## src/sv/agkf_pkg.sv

```systemverilog
`timescale 1ns / 1ps
// agkf_pkg: shared types, constants and helper functions for the angle/gyro-bias kalman filter
// no dependencies

package agkf_pkg;
    localparam int FRAC = 28;
    localparam logic signed [31:0] ONE_Q28 = 32'sh1000_0000;
    localparam logic signed [31:0] MAX32 = 32'sh7fff_ffff;
    localparam logic signed [31:0] MIN32 = 32'sh8000_0000;

    localparam logic [1:0] REG_DT = 2'd0;
    localparam logic [1:0] REG_QA = 2'd1;
    localparam logic [1:0] REG_QB = 2'd2;
    localparam logic [1:0] REG_R  = 2'd3;

    localparam logic [30:0] DT_RST = 31'd1342177;
    localparam logic [30:0] QA_RST = 31'd268435;
    localparam logic [30:0] QB_RST = 31'd805306;
    localparam logic [30:0] R_RST  = 31'd134217728;

    typedef logic signed [31:0] q_t;

    function automatic q_t sat32(input logic signed [65:0] v);
        if (v > 66'sd2147483647) return MAX32;
        if (v < -66'sd2147483648) return MIN32;
        return q_t'(v[31:0]);
    endfunction

    // product scaled by 2^-28, round half up
    function automatic logic signed [65:0] mulq_scale(input logic signed [63:0] p);
        logic signed [65:0] t;
        t = 66'(p) + 66'sd134217728;
        return t >>> FRAC;
    endfunction
endpackage

```

## src/sv/agkf_div.sv

```systemverilog
`timescale 1ns / 1ps
// agkf_div: signed restoring divider, one quotient bit per cycle, saturated to 32 bits
// depends on agkf_pkg

module agkf_div (
    input  logic                 aclk,
    input  logic                 aresetn,
    input  logic                 start,
    input  agkf_pkg::q_t         num,      // numerator before scaling by 2^28
    input  logic [32:0]          den,      // positive
    output logic                 done,
    output agkf_pkg::q_t         quo
);
    import agkf_pkg::*;

    logic [59:0] rem_reg, rem_next;     // remaining dividend bits
    logic [59:0] q_reg, q_next;
    logic [32:0] d_reg, d_next;
    logic [33:0] acc_reg, acc_next;
    logic        neg_reg, neg_next;
    logic [5:0]  cnt_reg, cnt_next;
    logic        busy_reg, busy_next;
    logic [34:0] trial;
    logic [60:0] mag;

    assign trial = {acc_reg, rem_reg[59]} - {2'b0, d_reg};

    always_comb begin
        rem_next = rem_reg;
        q_next = q_reg;
        d_next = d_reg;
        acc_next = acc_reg;
        neg_next = neg_reg;
        cnt_next = cnt_reg;
        busy_next = busy_reg;
        done = 1'b0;
        if (start) begin
            rem_next = {(num[31] ? 32'(-33'(num)) : 32'(num)), 28'b0};
            q_next = '0;
            d_next = den;
            acc_next = '0;
            neg_next = num[31];
            cnt_next = 6'd60;
            busy_next = 1'b1;
        end else if (busy_reg) begin
            rem_next = {rem_reg[58:0], 1'b0};
            if (!trial[34]) begin
                acc_next = trial[33:0];
                q_next = {q_reg[58:0], 1'b1};
            end else begin
                acc_next = {acc_reg[32:0], rem_reg[59]};
                q_next = {q_reg[58:0], 1'b0};
            end
            cnt_next = cnt_reg - 6'd1;
            if (cnt_reg == 6'd1) begin
                busy_next = 1'b0;
                done = 1'b1;
            end
        end
    end

    always_comb begin
        mag = {1'b0, q_next};
        if (neg_reg) quo = sat32(-66'(signed'(mag)));
        else quo = sat32(66'(signed'(mag)));
    end

    always_ff @(posedge aclk) begin
        if (!aresetn) begin
            busy_reg <= 1'b0;
            cnt_reg <= '0;
        end else begin
            busy_reg <= busy_next;
            cnt_reg <= cnt_next;
        end
        rem_reg <= rem_next;
        q_reg <= q_next;
        d_reg <= d_next;
        acc_reg <= acc_next;
        neg_reg <= neg_next;
    end
endmodule
```

## config.mk

```make
export PLATFORM = sky130hd
export DESIGN_NAME = agkf_div
export DESIGN_NICKNAME = d
export VERILOG_FILES = /design/src/sv/agkf_pkg.sv /design/src/sv/agkf_div.sv
export SDC_FILE = /design/constraint.sdc
export NUM_CORES = 1
export LEC_CHECK = 0
export ABC_CLOCK_PERIOD_IN_PS = 6210
export BUFFER_PORTS_ARGS = -buffer_cell sky130_fd_sc_hd__clkbuf_2
export CORE_MARGIN = 2
export CORE_UTILIZATION = 35
export DETAILED_ROUTE_END_ITERATION = 12
export GPL_ROUTABILITY_DRIVEN = 0
export SLEW_MARGIN = 40
export SYNTH_ARGS = -nofsm -noshare
export SYNTH_HDL_FRONTEND = slang
export SYNTH_SLANG_ARGS = --single-unit
```

## constraint.sdc

```tcl
create_clock -name aclk -period 6.21 [get_ports aclk]
set_input_delay 0.3105 -clock aclk [delete_from_list [all_inputs] [get_ports aclk]]
set_output_delay 0.3105 -clock aclk [all_outputs]
set_load 0.02 [all_outputs]
```

==> results of run 1 <==
==> what timing repair did <==
action                                  4_1_cts  5_1_grt
buffers inserted                              1        4
hold endpoints to repair                      0        0
pin swaps                                     1        6
hold buffers                                  0        0
endpoints found under the setup margin       31       31
gates resized for setup                       5       19
==> layout by cell type (no fill, tap or decap), drive strengths merged, types with 21 or more instances in the layout <==
cell type    n
o21ai       51
ha          37
clkbuf     117
a211oi      21
nand2b      25
a21oi      163
nor3        30
mux2i       30
buf         27
nand2      139
nor2       142
nand3       21
inv         77
edfxtp      66
dfxtp      101
xor2        40
a31oi       39
o22ai       23
==> metal layers <==
metal  up-vias  global-route usage, %
li1       4901                      -
met1      4618                   24.3
met2       229                   28.7
met3        32                   3.99
met4         2                   5.56
met5         -                      0
==> stage by stage <==
step / power, W / utilization (%) / hold slack, ns / setup WS, ns
2_1_floorplan: 0.00203 / - / 0.409 / 0.732
3_3_place_gp: 0.00229 / 38.2 / 0.472 / 0.307
3_5_place_dp: 0.00230 / 38.2 / 0.476 / 0.125
4_1_cts: 0.00335 / 40.2 / 0.0249 / 0.0757
5_1_grt: 0.00354 / 40.6 / 0.0186 / 0.0152
6_report: 0.00335 / 40.6 / 0.0387 / 0.358
==> cell families (layout without fill, tap and decap cells) <==
kind of cell,count (synthesis),after routing
AND/OR/NAND/NOR,459,459
adder cells (fa/ha/maj),38,38
buffers and inverters,139,225
AO/OA/AOI/OAI,405,405
XOR/XNOR,60,60
multiplexers,32,32
flip-flops,167,167
==> where the power goes <==
part | leakage, nW | switching, W | internal [W]
sequential | 1.47 | 0.0000550 | 0.00122
clock | 0.280 | 0.000487 | 0.000547
combinational | 3.02 | 0.000648 | 0.000387
==> worst max-delay path, stage by stage, from the launching register on <==
cell	delay, ns
sky130_fd_sc_hd__edfxtp_1	0.32
sky130_fd_sc_hd__inv_1	0.04
sky130_fd_sc_hd__ha_1	0.37
sky130_fd_sc_hd__and4_1	0.28
sky130_fd_sc_hd__and3_1	0.19
sky130_fd_sc_hd__a211oi_2	0.33
sky130_fd_sc_hd__o221ai_4	0.17
sky130_fd_sc_hd__nor2_4	0.19
sky130_fd_sc_hd__xor2_4	0.16
sky130_fd_sc_hd__nor2_1	0.07
sky130_fd_sc_hd__a21oi_2	0.17
sky130_fd_sc_hd__ha_1	0.19
sky130_fd_sc_hd__o21ai_1	0.13
sky130_fd_sc_hd__or4_4	0.52
sky130_fd_sc_hd__nor4_4	0.23
sky130_fd_sc_hd__nand3_1	0.16
sky130_fd_sc_hd__o31a_1	0.34
sky130_fd_sc_hd__o2111ai_4	0.32
sky130_fd_sc_hd__buf_4	0.31
sky130_fd_sc_hd__a31oi_1	0.11
sky130_fd_sc_hd__o22ai_1	0.24
sky130_fd_sc_hd__a21oi_1	0.07
sky130_fd_sc_hd__clkbuf_2	0.17
==> worst paths after layout <==
| check | cells after the start | slack (ns) | endpoint |
|---|---|---|---|
| worst max-delay path | 22 | 0.36 | quo[6] |
| worst min-delay path | 1 | 0.04 | d_reg[6]$_DFFE_PP_ |
| worst max register to register | 13 | 2.46 | acc_reg[32]$_SDFFE_PP0P_ |
| worst min register to register | 2 | 0.48 | q_reg[56]$_DFF_P_ |
==> cell type report <==
type	count	area, µm²
Sequential cell	167	4010
Multi-Input combinational cell	994	6300
Timing Repair Buffer	125	698
Clock inverter	13	104
Clock buffer	19	454
Inverter	68	255
Fill cell	3088	18000
Tap cell	396	495
==> summary.log, run 1 <==
qor: synth.synth_most_common_cell sky130_fd_sc_hd__a21oi_1
qor: synth.yosys-mux-area-fraction 3.01%
qor: finish.antenna_cells_inserted 0
qor: sta.timing.slew.headroom 46.7%
qor: global_route.grt_max_degree 70
qor: place.dp_hpwl 20.0 mm
qor: clocking.cts_tree yes
qor: routing.number_of_drc_violations_after_detailed_routing 0
qor: clocking.clock_tree.root_cell sky130_fd_sc_hd__clkbuf_16
qor: power_and_ir_drop.static_leakage 4.77 nW
qor: worst_setup_path.setup.worst_path.start d_reg[15]$_DFFE_PP_
qor: synth.synth_seq_cells 167
qor: finish.drive_above_1_share 14.9%
qor: clocking.clkTransAtPathRegs 0.07 ns
qor: worst_setup_path.cp_max_fo 18
qor: global_route.grt.total_usage 18.0%
qor: global_route.global_route_wire_length_before_repair 46.4 mm
qor: worst_setup_path.worst_setup_path_end_kind primary output
qor: clocking.clk_latency 0.44 ns
qor: routing.post_route_antenna_net_violation_count 0
qor: routing.drt-initial-drc-count 728
qor: sta.setup_viol_count_final 0
qor: routing.number_of_vias_in_the_routed_layout 9,782
qor: synth.post_synth_inst_count 1,300
qor: finish.finalNetCount 1,479
qor: routing.wl_per_cell 16.0 µm
qor: synth.fraction_of_the_mapped_netlist_area_in_adder_cells 4.50%
qor: run_status.run_status complete, no violations
qor: routing.drt-total-wl 28.5 mm
qor: synth.synth_enable_flop_cells 66
qor: synth.synthesis.nets 1,406
qor: sta.final.min_clock_period 5.85 ns
qor: synth.synth_simple_gate_area_share 20.3%
qor: global_route.antenna_found_initial 1
qor: min_path.hold_path_class primary input to flop
qor: flow_run.maxCapViolations 0
qor: synth.synth_xor_area_share 4.90%
qor: sta.rsz0062_at_grt no
qor: synth.syn_avg_cell_area 8.25 µm²
qor: global_route.grt-ovfl-total 0
qor: floorplan.floorplan.die.height 179 µm
qor: floorplan.core.rowCount 64
qor: sta.slew_viol_final 0
qor: sta.finClkSkew 0.0118 ns
qor: routing.wl_met3 1.43 mm
qor: worst_setup_path.crit_type flop to primary output
qor: floorplan.fp.dieArea 0.0321 mm²
qor: place.placed_cell_area 0.0116 mm²
qor: floorplan.core_box_area 0.0303 mm²
qor: floorplan.floorplan.initialDensity 35.3%
qor: place.dpl.cell_count 1,745
qor: finish.final-instance-count-excl-fill 1,782
qor: sta.slew_at_the_pin_closest_to_its_max_slew_limit 0.796 ns
qor: synth.synthTopCellsByCount 163 x sky130_fd_sc_hd__a21oi_1, 141 x sky130_fd_sc_hd__nor2_1, 138 x sky130_fd_sc_hd__nand2_1
qor: routing.detail_route.first_pass.iterations 6
qor: place.count_of_buffers_from_port_buffering 100
qor: finish.largest_register_ffs 60
qor: synth.share_of_synthesized_flip_flops_with_an_asynchronous_set_or_reset 0%
qor: finish.finished_layout_cell_area 0.0123 mm²
qor: worst_setup_path.startpoint_type flop
qor: worst_setup_path.worst_r2r_startpoint rem_reg[59]$_DFFE_PP_
qor: floorplan.top_level_ports 101
qor: synth.synth-warning-count 0
qor: sta.maxClockFrequency 0.171 GHz
qor: synth.ys_dominant_reg_cell sky130_fd_sc_hd__dfxtp_1
qor: synth.yosys-top-cells-area sky130_fd_sc_hd__dfxtp_1 19%, sky130_fd_sc_hd__edfxtp_1 18%, sky130_fd_sc_hd__a21oi_1 7.6%
qor: clocking.tritoncts_num_sinks 167
qor: floorplan.die_w 179 µm
qor: clocking.tritoncts.num_buffers 17
qor: worst_setup_path.crit_required 5.90 ns
qor: worst_setup_path.cp.arrival 5.54 ns
qor: routing.maxUsedRoutingLayer met5
qor: power_and_ir_drop.peak_supply_drop 0.252 mV
qor: routing.routed_via_density 5.49
qor: synth.synth-compound-area-share 24.6%
qor: synth.area_share_of_the_largest_cell_type_after_synthesis 18.9%
qor: routing.routed-wl-met2 13.0 mm
qor: clocking.cts-root-to-sink-buffers 2
qor: sta.setup_tns 0 ns
qor: sta.final_hold_vios 0
qor: global_route.grt_pass1_vias 9,122
qor: finish.area.growth.synth_to_final 14.8%
qor: synth.synthDistinctLibCells 75
qor: power_and_ir_drop.power_per_cell_area 272 mW/mm²
qor: synth.synth_top_family_by_area compound AO/OA/AOI/OAI gates
qor: synth.ys_seq_area_share 37.3%
qor: routing.routedLengthMet1 13.5 mm
qor: synth.synthesized_cell_area 0.0107 mm²
qor: clocking.cts-htree-levels 4
qor: min_path.hp-start den[6]
qor: sta.final_min_period_over_clock_period 94.2%
qor: synth.synth_top_area_cell sky130_fd_sc_hd__dfxtp_1
(Power assumes the default switching activity.)
==> run 2: changes to the inputs <==
--- a/config.mk
+++ b/config.mk
@@ -5,12 +5,13 @@
 export SDC_FILE = /design/constraint.sdc
 export NUM_CORES = 1
 export LEC_CHECK = 0
-export ABC_CLOCK_PERIOD_IN_PS = 6210
+export ABC_CLOCK_PERIOD_IN_PS = 6600
 export BUFFER_PORTS_ARGS = -buffer_cell sky130_fd_sc_hd__clkbuf_2
 export CORE_MARGIN = 2
 export CORE_UTILIZATION = 35
 export DETAILED_ROUTE_END_ITERATION = 12
 export GPL_ROUTABILITY_DRIVEN = 0
+export SETUP_SLACK_MARGIN = 0.2
 export SLEW_MARGIN = 40
 export SYNTH_ARGS = -nofsm -noshare
 export SYNTH_HDL_FRONTEND = slang
==> constraint.sdc (replaced) <==
create_clock -name aclk -period 6.6 [get_ports aclk]
set_input_delay 0.33 -clock aclk [delete_from_list [all_inputs] [get_ports aclk]]
set_output_delay 0.33 -clock aclk [all_outputs]
set_load 0.02 [all_outputs]
==> summary.log, run 2 (synthesized netlist as in run 1, its figures left out) <==
qor: worst_setup_path.worst_r2r_startpoint rem_reg[59]$_DFFE_PP_
qor: worst_setup_path.crit_required 6.27 ns [+0.37 ns]
qor: worst_setup_path.crit_type flop to primary output
qor: clocking.cts-htree-levels 4 [unchanged]
qor: min_path.hold_path_class primary input to flop
qor: worst_setup_path.worst_setup_path_end_kind primary output
qor: global_route.grt.total_usage 17.8% [-0.21 points]
qor: power_and_ir_drop.static_leakage 4.79 nW [+0.37%]
qor: clocking.clk_latency 0.43 ns [about the same]
qor: routing.detail_route.first_pass.iterations 6 [unchanged]
qor: sta.final_min_period_over_clock_period 89.7%
qor: sta.timing.slew.headroom 47.3% [+0.65 points]
qor: floorplan.floorplan.die.height 179 µm [unchanged]
qor: clocking.cts-root-to-sink-buffers 2 [unchanged]
qor: worst_setup_path.worst-r2r-cell-count 14 [+1]
qor: worst_setup_path.regToRegEndpoint acc_reg[32]$_SDFFE_PP0P_
qor: min_path.hold_path_sink d_reg[10]$_DFFE_PP_
qor: flow_run.maxCapViolations 0 [unchanged]
qor: worst_setup_path.startpoint_type flop
qor: floorplan.top_level_ports 101 [unchanged]
qor: finish.highest_count_cells_in_the_layout_ignoring_fill_and_taps 162 x sky130_fd_sc_hd__a21oi_1, 140 x sky130_fd_sc_hd__nor2_1, 138 x sky130_fd_sc_hd__nand2_1
qor: routing.number_of_vias_in_the_routed_layout 9,849 [+0.68%]
qor: routing.wl_per_cell 16.0 µm [+0.23%]
qor: floorplan.die_w 179 µm [unchanged]
qor: floorplan.core.rowCount 64 [unchanged]
qor: clocking.tritoncts.num_buffers 17 [unchanged]
qor: sta.slew_at_the_pin_closest_to_its_max_slew_limit 0.786 ns [-0.00977 ns]
qor: global_route.grt_max_degree 147 [+110%]
qor: sta.rsz0062_at_grt no
qor: worst_setup_path.cp.arrival 5.59 ns [+0.05 ns]
qor: place.preCtsSetupSlack 0.515 ns [+0.390 ns]
qor: run_status.run_status complete, no violations
qor: sta.final.min_clock_period 5.92 ns
qor: clocking.clock_tree.root_cell sky130_fd_sc_hd__clkbuf_16
qor: sta.slew_viol_final 0 [unchanged]
qor: routing.post_route_antenna_net_violation_count 0 [unchanged]
qor: place.dpl.cell_count 1,741 [-0.23%]
qor: sta.setup_tns 0 ns [unchanged]
qor: finish.antenna_cells_inserted 0 [unchanged]
qor: sta.setup_slack 0.678 ns [+0.320 ns]
qor: clocking.tritoncts_num_sinks 167 [unchanged]
qor: place.count_of_buffers_from_port_buffering 100 [unchanged]
qor: power_and_ir_drop.peak_supply_drop 0.201 mV [-20%]
qor: floorplan.core_box_area 0.0303 mm² [unchanged]
qor: routing.number_of_drc_violations_after_detailed_routing 0 [unchanged]
qor: min_path.min_delay_path_depth 1 [unchanged]
qor: finish.largest_register_ffs 60 [unchanged]
qor: min_path.hp-start den[10]
qor: global_route.grt-ovfl-total 0 [unchanged]
qor: floorplan.floorplan.initialDensity 35.3% [unchanged]
qor: global_route.antenna_found_initial 1 [unchanged]
qor: floorplan.fp.dieArea 0.0321 mm² [unchanged]
qor: finish.area.growth.synth_to_final 14.6%
qor: sta.finClkSkew 0.0129 ns [+0.00107 ns]
qor: worst_setup_path.cp_max_fo 31 [+13]
qor: clocking.cts_tree yes
qor: sta.maxClockFrequency 0.169 GHz
qor: clocking.clkTransAtPathRegs 0.07 ns [about the same]
qor: sta.setup_viol_count_final 0 [unchanged]
qor: power_and_ir_drop.power_per_cell_area 264 mW/mm² [-2.9%]
qor: place.dp_hpwl 19.7 mm [-1.4%]
qor: routing.drt-initial-drc-count 676 [-7.1%]
qor: finish.drive_above_1_share 14.1% [-0.88 points]
qor: finish.final-instance-count-excl-fill 1,776 [-0.34%]
qor: routing.routed_via_density 5.55 [+1.0%]
qor: worst_setup_path.setup.worst_path.start rem_reg[59]$_DFFE_PP_
qor: worst_setup_path.reg2reg_setup_slack 2.80 ns [+0.34 ns]
qor: finish.finalNetCount 1,473 [-0.41%]
qor: global_route.global_route_wire_length_before_repair 46.3 mm [-0.24%]
qor: finish.fill_cells 3,041 [-1.5%]
qor: global_route.grt_pass1_vias 9,048 [-0.81%]
qor: routing.drt-total-wl 28.5 mm [-0.11%]
qor: sta.final_hold_vios 0 [unchanged]
qor: finish.leading_cell_type_in_the_layout_fill_and_taps_excluded sky130_fd_sc_hd__a21oi_1
## run 2: final cells by class
type	count	area, µm²	share of cell area, %
clock buffer	17	425	3.46
timing repair buffer	119	666	5.41
multi-input combinational	994	6250	50.8
clock inverter	15	194	1.58
sequential	167	4010	32.6
inverter	68	255	2.08
tap	396	495	4.03
## run 2: how the worst max path moves through the flow
stage / slack, ns / to / cells after the start
2_1_floorplan: 1.10 / quo[30] / 21
3_3_place_gp: 0.66 / quo[29] / 21
3_5_place_dp: 0.52 / quo[12] / 22
4_1_cts: 0.23 / quo[12] / 22
5_1_grt: 0.26 / quo[12] / 22
6_report: 0.68 / quo[12] / 23
## run 2: repair_timing
action / 4_1_cts / 5_1_grt
pin swaps: 1 / 3
setup buffers: 1 / 2
hold buffers: 0 / 0
endpoints found under the setup margin: 31 / 31
resized for setup: 3 / 10
## run 2: metrics by stage
stage | power (W) | instance area (µm²) | hold WS (ns) | util (%)
after CTS | 0.00325 | 12200 | 0.0458 | 40.3
after global placement | 0.00216 | 11600 | 0.474 | 38.2
final | 0.00325 | 12300 | 0.0668 | 40.5
after detailed placement | 0.00216 | 11600 | 0.483 | 38.2
after floorplan | 0.00191 | 10700 | 0.429 | -
after global routing | 0.00341 | 12300 | 0.0479 | 40.5
## run 2: critical path: stages, from the launching register on
cell,delay [ns]
sky130_fd_sc_hd__edfxtp_1,0.38
sky130_fd_sc_hd__inv_1,0.07
sky130_fd_sc_hd__ha_1,0.18
sky130_fd_sc_hd__fa_1,0.22
sky130_fd_sc_hd__nor2b_2,0.06
sky130_fd_sc_hd__o31a_1,0.34
sky130_fd_sc_hd__o31ai_2,0.25
sky130_fd_sc_hd__o221ai_2,0.21
sky130_fd_sc_hd__nor2_4,0.21
sky130_fd_sc_hd__xor2_4,0.15
sky130_fd_sc_hd__nor2_1,0.11
sky130_fd_sc_hd__a21oi_2,0.17
sky130_fd_sc_hd__ha_1,0.18
sky130_fd_sc_hd__o21ai_1,0.13
sky130_fd_sc_hd__or4_4,0.52
sky130_fd_sc_hd__nor2_2,0.21
sky130_fd_sc_hd__nand4_1,0.18
sky130_fd_sc_hd__nor4_1,0.28
sky130_fd_sc_hd__o2111ai_1,0.14
sky130_fd_sc_hd__nor4_1,0.29
sky130_fd_sc_hd__nand4_1,0.13
sky130_fd_sc_hd__buf_4,0.25
sky130_fd_sc_hd__a211oi_1,0.27
sky130_fd_sc_hd__clkbuf_2,0.21
## run 2: routing by layer
metal	GRT usage, %	up-vias	wire length [µm]
li1	-	4888	-
met5	0	-	16
met2	27.6	248	12700
met4	6.20	2	691
met1	24.6	4666	13600
met3	3.44	45	1490
## run 2: report_power, final
part / switching, W / total [W] / internal [W]
registers: 0.0000488 / 0.00120 / 0.00115
logic: 0.000609 / 0.000968 / 0.000359
clock network: 0.000471 / 0.00108 / 0.000608
total: 0.00113 / 0.00325 / 0.00212
